<file path="src/dpid_pkg.sv">
// Shared types and constants for the discrete PID controller.
// Used by the serial multiplier, the top level and the testbench; depends on nothing.
`default_nettype none

package dpid_pkg;

  // Serial multiplier geometry: a wide signed multiplicand times a 16-bit multiplier.
  localparam int unsigned MCAND_W = 48;
  localparam int unsigned MPLR_W  = 16;
  localparam int unsigned PROD_W  = MCAND_W + MPLR_W;
  localparam int unsigned CNT_W   = $clog2(MPLR_W);

  // Fixed-point store widths.
  localparam int unsigned INTEG_W = 40;
  localparam int unsigned MID_W   = 48;
  localparam int unsigned DRIVE_W = 16;
  localparam int unsigned GAIN_W  = 16;

  // Configuration port.
  localparam int unsigned CFG_IDX_W  = 3;
  localparam int unsigned CFG_DATA_W = 16;

  localparam logic [CFG_IDX_W-1:0] REG_GAIN_PROP  = 3'd0;
  localparam logic [CFG_IDX_W-1:0] REG_GAIN_INTEG = 3'd1;
  localparam logic [CFG_IDX_W-1:0] REG_GAIN_DERIV = 3'd2;
  localparam logic [CFG_IDX_W-1:0] REG_PERIOD     = 3'd3;
  localparam logic [CFG_IDX_W-1:0] REG_INV_PERIOD = 3'd4;

  // Request to the serial multiplier.
  typedef struct packed {
    logic start;
    logic mplr_signed;
  } smul_ctrl_t;

endpackage

`default_nettype wire

</file>
<file path="src/discrete_pid_controller_top.sv">
// Discrete PID controller: error, derivative, saturating integral and drive in fixed point.
// Depends on dpid_pkg and the serial multiplier dpid_smul.
//
//   channel | direction | handshake            | payload
//   --------+-----------+----------------------+----------------------------
//   input   | in        | in_valid_i/in_stall_o | target_i, measured_i
//   output  | out       | out_valid_o/out_stall_i | drive_o, clipped_o
//   config  | in        | cfg_we_i             | cfg_idx_i, cfg_data_i
//
// One request runs from acceptance to the next acceptance in these steps: five
// multiplications run through the one shift-add multiplier at one multiplier
// bit per cycle, plus two saturation steps and the hand-off.
// Reset clears the integral, the previous error and the gains to their defaults.
// A finished result waits in the output register; a new request is taken
// while it waits, and the next result holds in the last step until it drains.
`default_nettype none

module discrete_pid_controller_top #(
  parameter int unsigned SAMPLE_WIDTH = 16
) (
  input  wire                                          clk_i,
  input  wire                                          rst_ni,
  input  wire                                          cfg_we_i,
  input  wire logic [dpid_pkg::CFG_IDX_W-1:0]          cfg_idx_i,
  input  wire logic [dpid_pkg::CFG_DATA_W-1:0]         cfg_data_i,
  input  wire                                          in_valid_i,
  output logic                                         in_stall_o,
  input  wire logic signed [SAMPLE_WIDTH-1:0]          target_i,
  input  wire logic signed [SAMPLE_WIDTH-1:0]          measured_i,
  output logic                                         out_valid_o,
  input  wire                                          out_stall_i,
  output logic signed [dpid_pkg::DRIVE_W-1:0]          drive_o,
  output logic                                         clipped_o
);
  import dpid_pkg::*;

  localparam int unsigned EW = SAMPLE_WIDTH + 1;
  localparam int unsigned DW = SAMPLE_WIDTH + 2;

  localparam logic [3:0] ST_IDLE = 4'd0;
  localparam logic [3:0] ST_MD   = 4'd1;
  localparam logic [3:0] ST_WD   = 4'd2;
  localparam logic [3:0] ST_MI   = 4'd3;
  localparam logic [3:0] ST_WI   = 4'd4;
  localparam logic [3:0] ST_CI   = 4'd5;
  localparam logic [3:0] ST_MK   = 4'd6;
  localparam logic [3:0] ST_WK   = 4'd7;
  localparam logic [3:0] ST_ML   = 4'd8;
  localparam logic [3:0] ST_WL   = 4'd9;
  localparam logic [3:0] ST_CL   = 4'd10;
  localparam logic [3:0] ST_MP   = 4'd11;
  localparam logic [3:0] ST_WP   = 4'd12;
  localparam logic [3:0] ST_DONE = 4'd13;

  logic [3:0] state_q, state_d;

  logic [GAIN_W-1:0] gain_prop_q, gain_integ_q, gain_deriv_q, period_q, inv_period_q;

  logic signed [EW-1:0]      last_error_q, last_error_d;
  logic signed [INTEG_W-1:0] integral_q, integral_d;
  logic signed [EW-1:0]      e_q, e_d;
  logic signed [DW-1:0]      diff_q, diff_d;
  logic signed [MID_W-1:0]   deriv_q, deriv_d;
  logic signed [INTEG_W:0]   isum_unused;
  logic signed [PROD_W:0]    isum_q, isum_d;
  logic signed [PROD_W-1:0]  acc_q, acc_d;
  logic signed [MID_W-1:0]   inner_q, inner_d;
  logic signed [DRIVE_W-1:0] drive_q, drive_d;
  logic                      clip_q, clip_d;
  logic                      out_valid_q, out_valid_d;
  logic signed [DRIVE_W-1:0] out_drive_q, out_drive_d;
  logic                      out_clip_q, out_clip_d;

  logic signed [EW-1:0]      e_in;
  logic                      in_accept;
  logic                      out_load;

  smul_ctrl_t                mul_ctrl;
  logic signed [MCAND_W-1:0] mul_mcand;
  logic [MPLR_W-1:0]         mul_mplr;
  logic                      mul_done;
  logic signed [PROD_W-1:0]  mul_prod;
  logic signed [PROD_W-1:0]  prod_sh16;
  logic signed [PROD_W-1:0]  prod_sh8;

  assign isum_unused = '0;

  // Configuration registers.
  always_ff @(posedge clk_i or negedge rst_ni) begin
    if (!rst_ni) begin
      gain_prop_q  <= 16'd256;
      gain_integ_q <= 16'd0;
      gain_deriv_q <= 16'd0;
      period_q     <= 16'd655;
      inv_period_q <= 16'd25600;
    end else if (cfg_we_i) begin
      unique case (cfg_idx_i)
        REG_GAIN_PROP:  gain_prop_q  <= cfg_data_i;
        REG_GAIN_INTEG: gain_integ_q <= cfg_data_i;
        REG_GAIN_DERIV: gain_deriv_q <= cfg_data_i;
        REG_PERIOD:     period_q     <= cfg_data_i;
        REG_INV_PERIOD: inv_period_q <= cfg_data_i;
        default: ;
      endcase
    end
  end

  assign in_accept = in_valid_i && (state_q == ST_IDLE);
  assign out_load  = (state_q == ST_DONE) && (!out_valid_q || !out_stall_i);
  assign e_in      = EW'(target_i) - EW'(measured_i);
  assign prod_sh16 = mul_prod >>> 16;
  assign prod_sh8  = mul_prod >>> 8;

  // Operand selection for the shared multiplier.
  always_comb begin
    mul_ctrl  = '0;
    mul_mcand = '0;
    mul_mplr  = '0;
    unique case (state_q)
      ST_MD: begin
        mul_ctrl.start = 1'b1;
        mul_mcand      = MCAND_W'(diff_q);
        mul_mplr       = inv_period_q;
      end
      ST_MI: begin
        mul_ctrl.start = 1'b1;
        mul_mcand      = MCAND_W'(e_q);
        mul_mplr       = period_q;
      end
      ST_MK: begin
        mul_ctrl       = '{start: 1'b1, mplr_signed: 1'b1};
        mul_mcand      = MCAND_W'(integral_q);
        mul_mplr       = gain_integ_q;
      end
      ST_ML: begin
        mul_ctrl       = '{start: 1'b1, mplr_signed: 1'b1};
        mul_mcand      = deriv_q;
        mul_mplr       = gain_deriv_q;
      end
      ST_MP: begin
        mul_ctrl       = '{start: 1'b1, mplr_signed: 1'b1};
        mul_mcand      = inner_q;
        mul_mplr       = gain_prop_q;
      end
      default: ;
    endcase
  end

  dpid_smul u_smul (
    .clk_i   (clk_i),
    .rst_ni  (rst_ni),
    .ctrl_i  (mul_ctrl),
    .mcand_i (mul_mcand),
    .mplr_i  (mul_mplr),
    .done_o  (mul_done),
    .prod_o  (mul_prod)
  );

  always_comb begin
    state_d      = state_q;
    last_error_d = last_error_q;
    integral_d   = integral_q;
    e_d          = e_q;
    diff_d       = diff_q;
    deriv_d      = deriv_q;
    isum_d       = isum_q;
    acc_d        = acc_q;
    inner_d      = inner_q;
    drive_d      = drive_q;
    clip_d       = clip_q;
    unique case (state_q)
      ST_IDLE: begin
        if (in_accept) begin
          e_d     = e_in;
          diff_d  = DW'(e_in) - DW'(last_error_q);
          clip_d  = 1'b0;
          state_d = ST_MD;
        end
      end
      ST_MD:   state_d = ST_WD;
      ST_WD: begin
        if (mul_done) begin
          // Derivative saturates to the signed 48-bit intermediate range.
          if ((&mul_prod[PROD_W-1:MID_W-1]) || !(|mul_prod[PROD_W-1:MID_W-1])) begin
            deriv_d = mul_prod[MID_W-1:0];
          end else begin
            deriv_d = mul_prod[PROD_W-1] ? {1'b1, {(MID_W-1){1'b0}}}
                                         : {1'b0, {(MID_W-1){1'b1}}};
            clip_d  = 1'b1;
          end
          state_d = ST_MI;
        end
      end
      ST_MI:   state_d = ST_WI;
      ST_WI: begin
        if (mul_done) begin
          isum_d  = (PROD_W+1)'(integral_q) + (PROD_W+1)'(mul_prod);
          state_d = ST_CI;
        end
      end
      ST_CI: begin
        if ((&isum_q[PROD_W:INTEG_W-1]) || !(|isum_q[PROD_W:INTEG_W-1])) begin
          integral_d = isum_q[INTEG_W-1:0];
        end else begin
          integral_d = isum_q[PROD_W] ? {1'b1, {(INTEG_W-1){1'b0}}}
                                      : {1'b0, {(INTEG_W-1){1'b1}}};
          clip_d     = 1'b1;
        end
        state_d = ST_MK;
      end
      ST_MK:   state_d = ST_WK;
      ST_WK: begin
        if (mul_done) begin
          acc_d   = (PROD_W'(e_q) <<< 8) + prod_sh16;
          state_d = ST_ML;
        end
      end
      ST_ML:   state_d = ST_WL;
      ST_WL: begin
        if (mul_done) begin
          acc_d   = acc_q + prod_sh8;
          state_d = ST_CL;
        end
      end
      ST_CL: begin
        if ((&acc_q[PROD_W-1:MID_W-1]) || !(|acc_q[PROD_W-1:MID_W-1])) begin
          inner_d = acc_q[MID_W-1:0];
        end else begin
          inner_d = acc_q[PROD_W-1] ? {1'b1, {(MID_W-1){1'b0}}}
                                    : {1'b0, {(MID_W-1){1'b1}}};
          clip_d  = 1'b1;
        end
        state_d = ST_MP;
      end
      ST_MP:   state_d = ST_WP;
      ST_WP: begin
        if (mul_done) begin
          // Drive is the product shifted down 16 and clamped to 16 bits.
          if ((&mul_prod[PROD_W-1:DRIVE_W+15]) || !(|mul_prod[PROD_W-1:DRIVE_W+15])) begin
            drive_d = mul_prod[DRIVE_W+15:16];
          end else begin
            drive_d = mul_prod[PROD_W-1] ? {1'b1, {(DRIVE_W-1){1'b0}}}
                                         : {1'b0, {(DRIVE_W-1){1'b1}}};
            clip_d  = 1'b1;
          end
          state_d = ST_DONE;
        end
      end
      ST_DONE: begin
        if (out_load) begin
          last_error_d = e_q;
          state_d      = ST_IDLE;
        end
      end
      default: state_d = ST_IDLE;
    endcase
  end

  always_comb begin
    out_drive_d = out_drive_q;
    out_clip_d  = out_clip_q;
    out_valid_d = out_valid_q;
    if (out_load) begin
      out_drive_d = drive_q;
      out_clip_d  = clip_q;
      out_valid_d = 1'b1;
    end else if (out_valid_q && !out_stall_i) begin
      out_valid_d = 1'b0;
    end
  end

  always_ff @(posedge clk_i or negedge rst_ni) begin
    if (!rst_ni) begin
      state_q      <= ST_IDLE;
      last_error_q <= '0;
      integral_q   <= '0;
      out_valid_q  <= 1'b0;
    end else begin
      state_q      <= state_d;
      last_error_q <= last_error_d;
      integral_q   <= integral_d;
      out_valid_q  <= out_valid_d;
    end
  end

  always_ff @(posedge clk_i) begin
    e_q         <= e_d;
    diff_q      <= diff_d;
    deriv_q     <= deriv_d;
    isum_q      <= isum_d + (PROD_W+1)'(isum_unused);
    acc_q       <= acc_d;
    inner_q     <= inner_d;
    drive_q     <= drive_d;
    clip_q      <= clip_d;
    out_drive_q <= out_drive_d;
    out_clip_q  <= out_clip_d;
  end

  assign in_stall_o  = (state_q != ST_IDLE);
  assign out_valid_o = out_valid_q;
  assign drive_o     = out_drive_q;
  assign clipped_o   = out_clip_q;

  a_done_in_wait: assert property (@(posedge clk_i) disable iff (!rst_ni)
    mul_done |-> (state_q == ST_WD || state_q == ST_WI || state_q == ST_WK ||
                  state_q == ST_WL || state_q == ST_WP))
    else $error("multiplier result arrived outside a wait step");

  a_result_from_done: assert property (@(posedge clk_i) disable iff (!rst_ni)
    $rose(out_valid_o) |-> $past(state_q == ST_DONE))
    else $error("result appeared without a finished request");

  a_error_kept: assert property (@(posedge clk_i) disable iff (!rst_ni)
    (state_q == ST_DONE && out_load) |=> last_error_q == $past(e_q))
    else $error("previous error not updated at the end of a request");

endmodule

`default_nettype wire

</file>
<file path="src/dpid_smul.sv">
// Shift-add serial multiplier: one multiplier bit per cycle, product shifted right.
// Depends on dpid_pkg for operand widths and the request struct.
`default_nettype none

module dpid_smul (
  input  wire                                       clk_i,
  input  wire                                       rst_ni,
  input  wire dpid_pkg::smul_ctrl_t                 ctrl_i,
  input  wire logic signed [dpid_pkg::MCAND_W-1:0]  mcand_i,
  input  wire logic        [dpid_pkg::MPLR_W-1:0]   mplr_i,
  output logic                                      done_o,
  output logic signed      [dpid_pkg::PROD_W-1:0]   prod_o
);
  import dpid_pkg::*;

  logic                      busy_q, busy_d;
  logic                      done_q, done_d;
  logic [CNT_W-1:0]          cnt_q, cnt_d;
  logic                      sgn_q, sgn_d;
  logic signed [MCAND_W-1:0] mcand_q, mcand_d;
  logic signed [MCAND_W:0]   h_q, h_d;
  logic [MPLR_W-1:0]         l_q, l_d;
  logic signed [MCAND_W:0]   mext;
  logic signed [MCAND_W:0]   sum;
  logic                      last_step;

  assign mext      = {mcand_q[MCAND_W-1], mcand_q};
  assign last_step = (cnt_q == CNT_W'(MPLR_W - 1));

  always_comb begin
    // For a signed multiplier the top bit weighs negative, so it subtracts.
    priority if (!l_q[0]) begin
      sum = h_q;
    end else if (last_step && sgn_q) begin
      sum = h_q - mext;
    end else begin
      sum = h_q + mext;
    end
  end

  always_comb begin
    busy_d  = busy_q;
    done_d  = 1'b0;
    cnt_d   = cnt_q;
    sgn_d   = sgn_q;
    mcand_d = mcand_q;
    h_d     = h_q;
    l_d     = l_q;
    if (ctrl_i.start) begin
      busy_d  = 1'b1;
      cnt_d   = '0;
      sgn_d   = ctrl_i.mplr_signed;
      mcand_d = mcand_i;
      h_d     = '0;
      l_d     = mplr_i;
    end else if (busy_q) begin
      h_d   = {sum[MCAND_W], sum[MCAND_W:1]};
      l_d   = {sum[0], l_q[MPLR_W-1:1]};
      cnt_d = cnt_q + 1'b1;
      if (last_step) begin
        busy_d = 1'b0;
        done_d = 1'b1;
      end
    end
  end

  always_ff @(posedge clk_i or negedge rst_ni) begin
    if (!rst_ni) begin
      busy_q <= 1'b0;
      done_q <= 1'b0;
      cnt_q  <= '0;
    end else begin
      busy_q <= busy_d;
      done_q <= done_d;
      cnt_q  <= cnt_d;
    end
  end

  always_ff @(posedge clk_i) begin
    sgn_q   <= sgn_d;
    mcand_q <= mcand_d;
    h_q     <= h_d;
    l_q     <= l_d;
  end

  assign done_o = done_q;
  assign prod_o = {h_q[MCAND_W-1:0], l_q};

  a_start_when_free: assert property (@(posedge clk_i) disable iff (!rst_ni)
    ctrl_i.start |-> !busy_q)
    else $error("multiplier restarted while busy");

  a_done_after_busy: assert property (@(posedge clk_i) disable iff (!rst_ni)
    done_q |-> $past(busy_q) && !busy_q)
    else $error("multiplier done without a finished run");

  a_count_idle: assert property (@(posedge clk_i) disable iff (!rst_ni)
    !busy_q |-> cnt_q == '0)
    else $error("multiplier bit count not parked at zero");

endmodule

`default_nettype wire

</file>
<file path="config.mk">
export PLATFORM = sky130hd
export DESIGN_NAME = discrete_pid_controller_top
export DESIGN_NICKNAME = d
export VERILOG_FILES = /design/src/dpid_pkg.sv /design/src/discrete_pid_controller_top.sv /design/src/dpid_smul.sv
export SDC_FILE = /design/constraint.sdc
export NUM_CORES = 1
export LEC_CHECK = 0
export ABC_CLOCK_PERIOD_IN_PS = 8650
export BUFFER_PORTS_ARGS = -buffer_cell sky130_fd_sc_hd__clkbuf_2
export CORE_MARGIN = 2
export CORE_UTILIZATION = 46
export CTS_CLUSTER_DIAMETER = 60
export DETAILED_ROUTE_END_ITERATION = 8
export PLACE_DENSITY = 0.69
export SYNTH_ARGS = -nofsm -noshare
export SYNTH_HDL_FRONTEND = slang
export SYNTH_SLANG_ARGS = --single-unit
</file>
<file path="constraint.sdc">
create_clock -name clk_i -period 8.65 [get_ports clk_i]
set_input_delay 0.4325 -clock clk_i [delete_from_list [all_inputs] [get_ports clk_i]]
set_output_delay 0.4325 -clock clk_i [all_outputs]
set_load 0.005 [all_outputs]
</file>
Yosys cells after proc, flatten, opt, wreduce, memory -nomap -nowiden
Cells that the tools add are included.
{ "word_totals": {"word_cells": 153, "regBits": 555} }
{ "op_classes": {"reduce_logical": 45, "eq_ne": 29, "mux": 45, "n_addsub": 8} }
{ "ops": {"columns": ["op", "n"], "rows": [
  ["48-bit case mux with 5 select lines", 1],
  ["48-bit 2-to-1 mux", 4],
  ["64-bit 2-to-1 mux", 2],
  ["64-bit case mux with 2 select lines", 1],
  ["49-bit 2-to-1 mux", 2],
  ["40-bit 2-to-1 mux", 2],
  ["16-bit case mux with 5 select lines", 1],
  ["40-bit by 64-bit adder with 65-bit output", 1],
  ["64-bit by 56-bit adder with 64-bit output", 1],
  ["16-bit 2-to-1 mux", 4],
  ["4-bit case mux with 14 select lines", 1],
  ["25-bit by 48-bit adder with 49-bit output", 1],
  ["48-bit by 48-bit adder with 49-bit output", 1],
  ["48-bit by 48-bit subtractor with 49-bit output", 1],
  ["4-bit 2-to-1 mux", 9],
  ["17-bit AND reduction", 2],
  ["17-bit OR reduction", 2],
  ["33-bit AND reduction", 1],
  ["33-bit OR reduction", 1],
  ["4-bit == test (second input constant)", 7],
  ["26-bit AND reduction", 1],
  ["26-bit OR reduction", 1],
  ["2-bit AND reduction", 10],
  ["17-bit by 17-bit subtractor with 18-bit output", 1],
  ["25 further kinds", 69]
]} }

Longest topological paths before layout
{ "depth": {"word_depth": 6, "ltp_mapped": 21} }

Hierarchy
From an unflattened synthesis, not the netlist that was laid out.
{ "unflattened": {"hier_cells": 3783, "hier_area_um2": 36722.7} }
{ "modules_own_cells": {"columns": ["mod", "instances", "seq_area_each_um2", "area_each_um2", "cells_each"], "rows": [
  ["discrete_pid_controller_top", 1, 12394.4, 28463.5, 2903],
  ["dpid_smul", 1, 3062.9, 8259.2, 880]
]} }

Least setup slack after synthesis
No wires, ideal clock.
{ "synth_path": {"path_kind": "register to register", "from": "register state_q[3]", "to": "register deriv_q[0], enable pin", "setup_time_ps": 590, "t_required_ps": 8060, "t_arrival_ps": 5771, "setup_slack_ps": 2289, "synth_period_minus_slack_ps": 6361, "path_stages_with_launch": 4, "path_buffers": 2, "cell_sequence": "dfrtp_1 > clkbuf_1 > clkbuf_1 > nor4b_1"} }
{ "synth_between": {"elab_chain_len": 2} }
{ "synth_rtl": {"columns": ["element", "line", "source"], "rows": [
  ["start, declared", "discrete_pid_controller_top.sv:55", "logic [3:0] state_q, state_d;"],
  ["start signal, assigned", "discrete_pid_controller_top.sv:279", "state_q <= state_d;"],
  ["4-bit by 2-bit == test with 1-bit output", "discrete_pid_controller_top.sv:171", "unique case (state_q)"],
  ["2-bit AND reduction (no line)", null, null],
  ["end signal, assigned", "discrete_pid_controller_top.sv:289", "deriv_q <= deriv_d;"],
  ["end, declared", "discrete_pid_controller_top.sv:63", "logic signed [MID_W-1:0] deriv_q, deriv_d;"]
]} }
Every way passes these cells.
A chain may end at the register's enable or synchronous reset.

Worst setup path in the final report
{ "layout_path": {"from": "register u_smul.mcand_q[4]", "to": "register u_smul.h_q[47] (netlist name)"} }
{ "layout_between": {"elab_chain_len": 3, "elab_cells_between_ends": 4} }
{ "layout_rtl": {"columns": ["element", "line", "source"], "rows": [
  ["start, declared", "dpid_smul.sv:20", "logic signed [MCAND_W-1:0] mcand_q, mcand_d;"],
  ["start signal, assigned", "dpid_smul.sv:81", "mcand_q <= mcand_d;"],
  ["48-bit by 48-bit adder with 49-bit output or 48-bit by 48-bit subtractor with 49-bit output (tied branches)", "dpid_smul.sv:37, dpid_smul.sv:35", null],
  ["49-bit 2-to-1 mux *", "dpid_smul.sv:34", "end else if (last_step && sgn_q) begin"],
  ["49-bit 2-to-1 mux *", "dpid_smul.sv:32", "priority if (!l_q[0]) begin"]
]} }
Mark *: on every way between the ends. The rest lies on a longest branch, timed or not.

==> results by group <==
Synth
  • Post-synthesis area per instance: 9.67 sq um
  • Number of warnings issued by yosys: 0
  • Complex-gate fraction of the synthesized area: 22.6%
  • Synth unique cells: 93
  • Synthesized-area fraction occupied by xor and xnor cells: 5.92%
  • Largest area contributor in the netlist: sky130_fd_sc_hd__edfxtp_1
  • Largest family of logic cells by synthesized area: compound AO/OA/AOI/OAI gates
  • Post-synthesis sequential area ratio: 42.1%
  • Most numerous cell in the Yosys netlist: sky130_fd_sc_hd__a21oi_1
  • Synth Area in Simple Gates: 13.6%
  • Top cells by count, synth: sky130_fd_sc_hd__a21oi_1 (364), sky130_fd_sc_hd__edfxtp_1 (359), sky130_fd_sc_hd__nand2_1 (290)
  • Predominant post-synthesis flop cell: sky130_fd_sc_hd__edfxtp_1
  • Number of synthesized flops with an enable pin: 359
  • Post-synthesis share of cell area spent on full adders, half adders and majority gates: 8.86%
  • Number of instances in the synthesized netlist: 3791
  • Register bit total from synthesis: 555
  • Async set-reset flop share out of synthesis: 26.7%
  • Post-Syn Nets: 4103
  • Proportion of synthesized area in mux cells: 3.73%
  • Top cells by area in the synthesized netlist: sky130_fd_sc_hd__edfxtp_1 (29%), sky130_fd_sc_hd__dfrtp_1 (9.4%), sky130_fd_sc_hd__ha_1 (8.5%)
  • Summed instance area of the synthesized netlist: 36700 sq um
  • Proportion of netlist area held by the largest area contributor: 29.4%

Final layout
  • NumNets Final: 4108
  • Sequential cell area: 15500 sq um
  • Multi-input gate area: 20200 sq um
  • Proportion of layout cells with a drive suffix above 1: 10.3%
  • FILL cells: 7160
  • Non-filler cells in the finished layout: 4904
  • Area Growth Syn to Fin: 10.8%
  • Final cell area excluding filler cells: 40600 sq um

Clocking
  • TritonCTS Buffers: 70
  • Buffer type at the clock tree root: sky130_fd_sc_hd__clkbuf_16
  • Cts-stage hold buffer count: 1
  • Bufs on Longest Clock Path: 3
  • Clock slew at the register clock pins of the worst setup and hold paths: 0.06 ns
  • Count of buffers added by post-CTS timing repair for setup: 0
  • Count of instances resized after the clock tree is built: 0
  • Clock sink count: 555
  • Maximum level of the CTS H-tree: 3
  • TritonCTS clock tree: yes
  • Latest clock arrival within the worst-skew pair: 0.64 ns

Floorplanning
  • Initial Utilization: 46.4%
  • DIE AREA: 82000 sq um
  • Core area: 79000 sq um
  • Num ports: 75
  • Total number of placement rows: 103
  • Floorplan die width: 286 um
  • Vert. Die Dim: 286 um

Placed design
  • Global placement routability congestion: 0.931
  • Placed wire-length estimate after detailed placement: 78.9 mm
  • Number of port buffers: 74
  • Placed Cells: 4773
  • Dpl cell area: 38200 sq um

Global route
  • Total track usage: 26.1%
  • Wire length of the first global-routing pass: 168 mm
  • Congestion Overflow GR: 0
  • Pin count of the biggest net entering global routing: 89
  • Antenna violations before repair: 4
  • Vias in the first global route: 29100

Route
  • Initial detailed-routing violation count: 2709
  • Overall routed net length: 109 mm
  • Vias per cell: 6.13
  • Detail-routed net length per standard cell: 22.2 um
  • Number of routed nets with antenna violations: 0
  • First-pass DRT Iterations: 6
  • Routed vias: 30000
  • Residual DRC count: 0

Power and ir drop
  • Maximum vdd ir drop: 171 uV
  • Pleak: 17.4 nW
  • Power density over the cells: 154 nW/um^2
  • Seq pwr share: 47.1%
  • Clock power share: 49.1%
  • Sw Ratio: 22.7%
  • NetSw: 1.42 mW
  • Combinational share of power: 3.8%
  • Int Pwr: 4.83 mW

Timing
  • Slew at the pin with the worst max-slew slack: 1.01 ns
  • Count of final max-slew check failures: 0
  • Final Cycle Share: 64.8%
  • Remaining max-slew budget at the tightest pin: 32.6%
  • Final-report hold violation count: 0
  • Final TNS setup: 0 ns
  • Achievable clock frequency: 0.178 GHz
  • Setup repair after global routing missed its margin: false
  • Worst clock skew: 0.0370 ns
  • Clock period minus worst slack: 5.60 ns
  • Setup violation total in the final timing report: 0

Worst hold path
  • Worst min path class: input port to flop

Critical path
  • R2r setup slk: 3.05 ns
  • Kind of launch point of the worst setup path: flop
  • Crit path capture type: flop
  • Type of the worst setup path: flop to flop
  • Arrival time at the worst endpoint: 6.09 ns
  • Largest fanout on the critical path: 8
  • Critical path required time: 9.14 ns

Run
  • Max Cap Violations: 0

Status
  • Outcome: finished, final reports clean
==> critical path: stages (launching register included) <==
cell,delay (ns)
sky130_fd_sc_hd__edfxtp_1,0.42
sky130_fd_sc_hd__nor4_1,0.60
sky130_fd_sc_hd__nand2_1,0.19
sky130_fd_sc_hd__nor3_1,0.35
sky130_fd_sc_hd__inv_1,0.11
sky130_fd_sc_hd__nor2_1,0.44
sky130_fd_sc_hd__a21oi_1,0.15
sky130_fd_sc_hd__xnor2_1,0.16
sky130_fd_sc_hd__ha_1,0.44
sky130_fd_sc_hd__a21oi_1,0.16
sky130_fd_sc_hd__o21ai_1,0.29
sky130_fd_sc_hd__o22a_1,0.18
sky130_fd_sc_hd__o31a_1,0.15
sky130_fd_sc_hd__o31ai_2,0.12
sky130_fd_sc_hd__o31ai_1,0.62
sky130_fd_sc_hd__a21oi_1,0.26
sky130_fd_sc_hd__o311ai_0,0.57
sky130_fd_sc_hd__a21o_2,0.23
sky130_fd_sc_hd__a21oi_2,0.04
==> placed cells by master, fill, tap and decap left out, drive strengths merged, types with 34 or more instances in the layout <==
cell type / n
a211oi: 34
a21o: 240
a21oi: 365
a22oi: 76
a31oi: 41
and3: 39
buf: 52
clkbuf: 160
dfrtp: 138
dfxtp: 48
edfxtp: 359
ha: 250
inv: 116
mux2: 84
mux2i: 42
nand2: 290
nand2b: 37
nand3: 94
nand4: 67
nor2: 267
nor2b: 40
nor3: 52
o21a: 34
o21ai: 236
xnor2: 149
xor2: 99
==> cell families after synthesis <==
family | count (synthesis)
xor+xnor | 248
mux | 126
simple gates | 1028
fa+ha+maj | 256
compound gates | 1273
flops | 555
buf+inv | 305
==> layout make-up <==
| cell class | instances | share of cell area (%) |
|---|---|---|
| timing repair buffer | 126 | 1.89 |
| inverter | 112 | 1.04 |
| tap | 1050 | 3.23 |
| multi-input combinational | 2931 | 49.7 |
| sequential | 555 | 38.1 |
| clock inverter | 42 | 1.52 |
| antenna | 1 | 0.00616 |
| clock buffer | 87 | 4.54 |
==> per-layer routing <==
layer	track usage, %	wire length [um]
met5	0	49
met4	12.3	5360
met3	3.44	6760
met2	43.5	51200
met1	33.8	45500
==> metrics by stage <==
stage / power (mW) / setup slack [ns] / utilization [%] / hold slack [ns]
2_1_floorplan: 3.16 / 2.29 / - / 0.137
3_3_place_gp: 3.22 / 3.35 / 48.3 / 0.403
3_5_place_dp: 3.24 / 3.20 / 48.3 / 0.405
4_1_cts: 6.30 / 3.17 / 51.4 / 0.0527
5_1_grt: 6.45 / 2.50 / 51.4 / 0.0783
6_report: 6.24 / 3.05 / 51.4 / 0.0857
==> state kept, by name (all words and copies together) (netlist names), 17 cells and up <==
register        flops
deriv_q            48
integral_q         40
last_error_q       17
isum_q             65
u_smul.h_q         48
inner_q            48
diff_q             18
e_q                17
acc_q              64
u_smul.mcand_q     48
==> power by group through the flow <==
stage / Sequential [mW] / Clock (mW) / Combinational (mW)
detailed placement: 2.99 / 0 / 0.242
finish: 2.94 / 3.06 / 0.240
floorplan: 2.98 / 0 / 0.176
global route: 2.95 / 3.23 / 0.269
CTS: 2.94 / 3.11 / 0.243
global placement: 2.99 / 0 / 0.232
==> path summary, 6_finish.rpt <==
kind | from | endpoint | depth (start not counted)
worst max-delay path | u_smul.mcand_q[4]$_DFFE_PN_ | u_smul.h_q[47]$_SDFFE_PN0P_ | 18
worst min-delay path | cfg_data_i[6] | inv_period_q[6]$_DFFE_PN0P_ | 2
worst max register to register | u_smul.mcand_q[4]$_DFFE_PN_ | u_smul.h_q[47]$_SDFFE_PN0P_ | 18
worst min register to register | drive_q[15]$_DFFE_PP_ | drive_o[15]$_DFFE_PP_ | 0
max in group asynchronous | rst_ni | u_smul.busy_q$_DFF_PN0_ | 3
min in group asynchronous | rst_ni | inv_period_q[7]$_DFFE_PN0P_ | 2
Power figures use the tool's default switching activity.
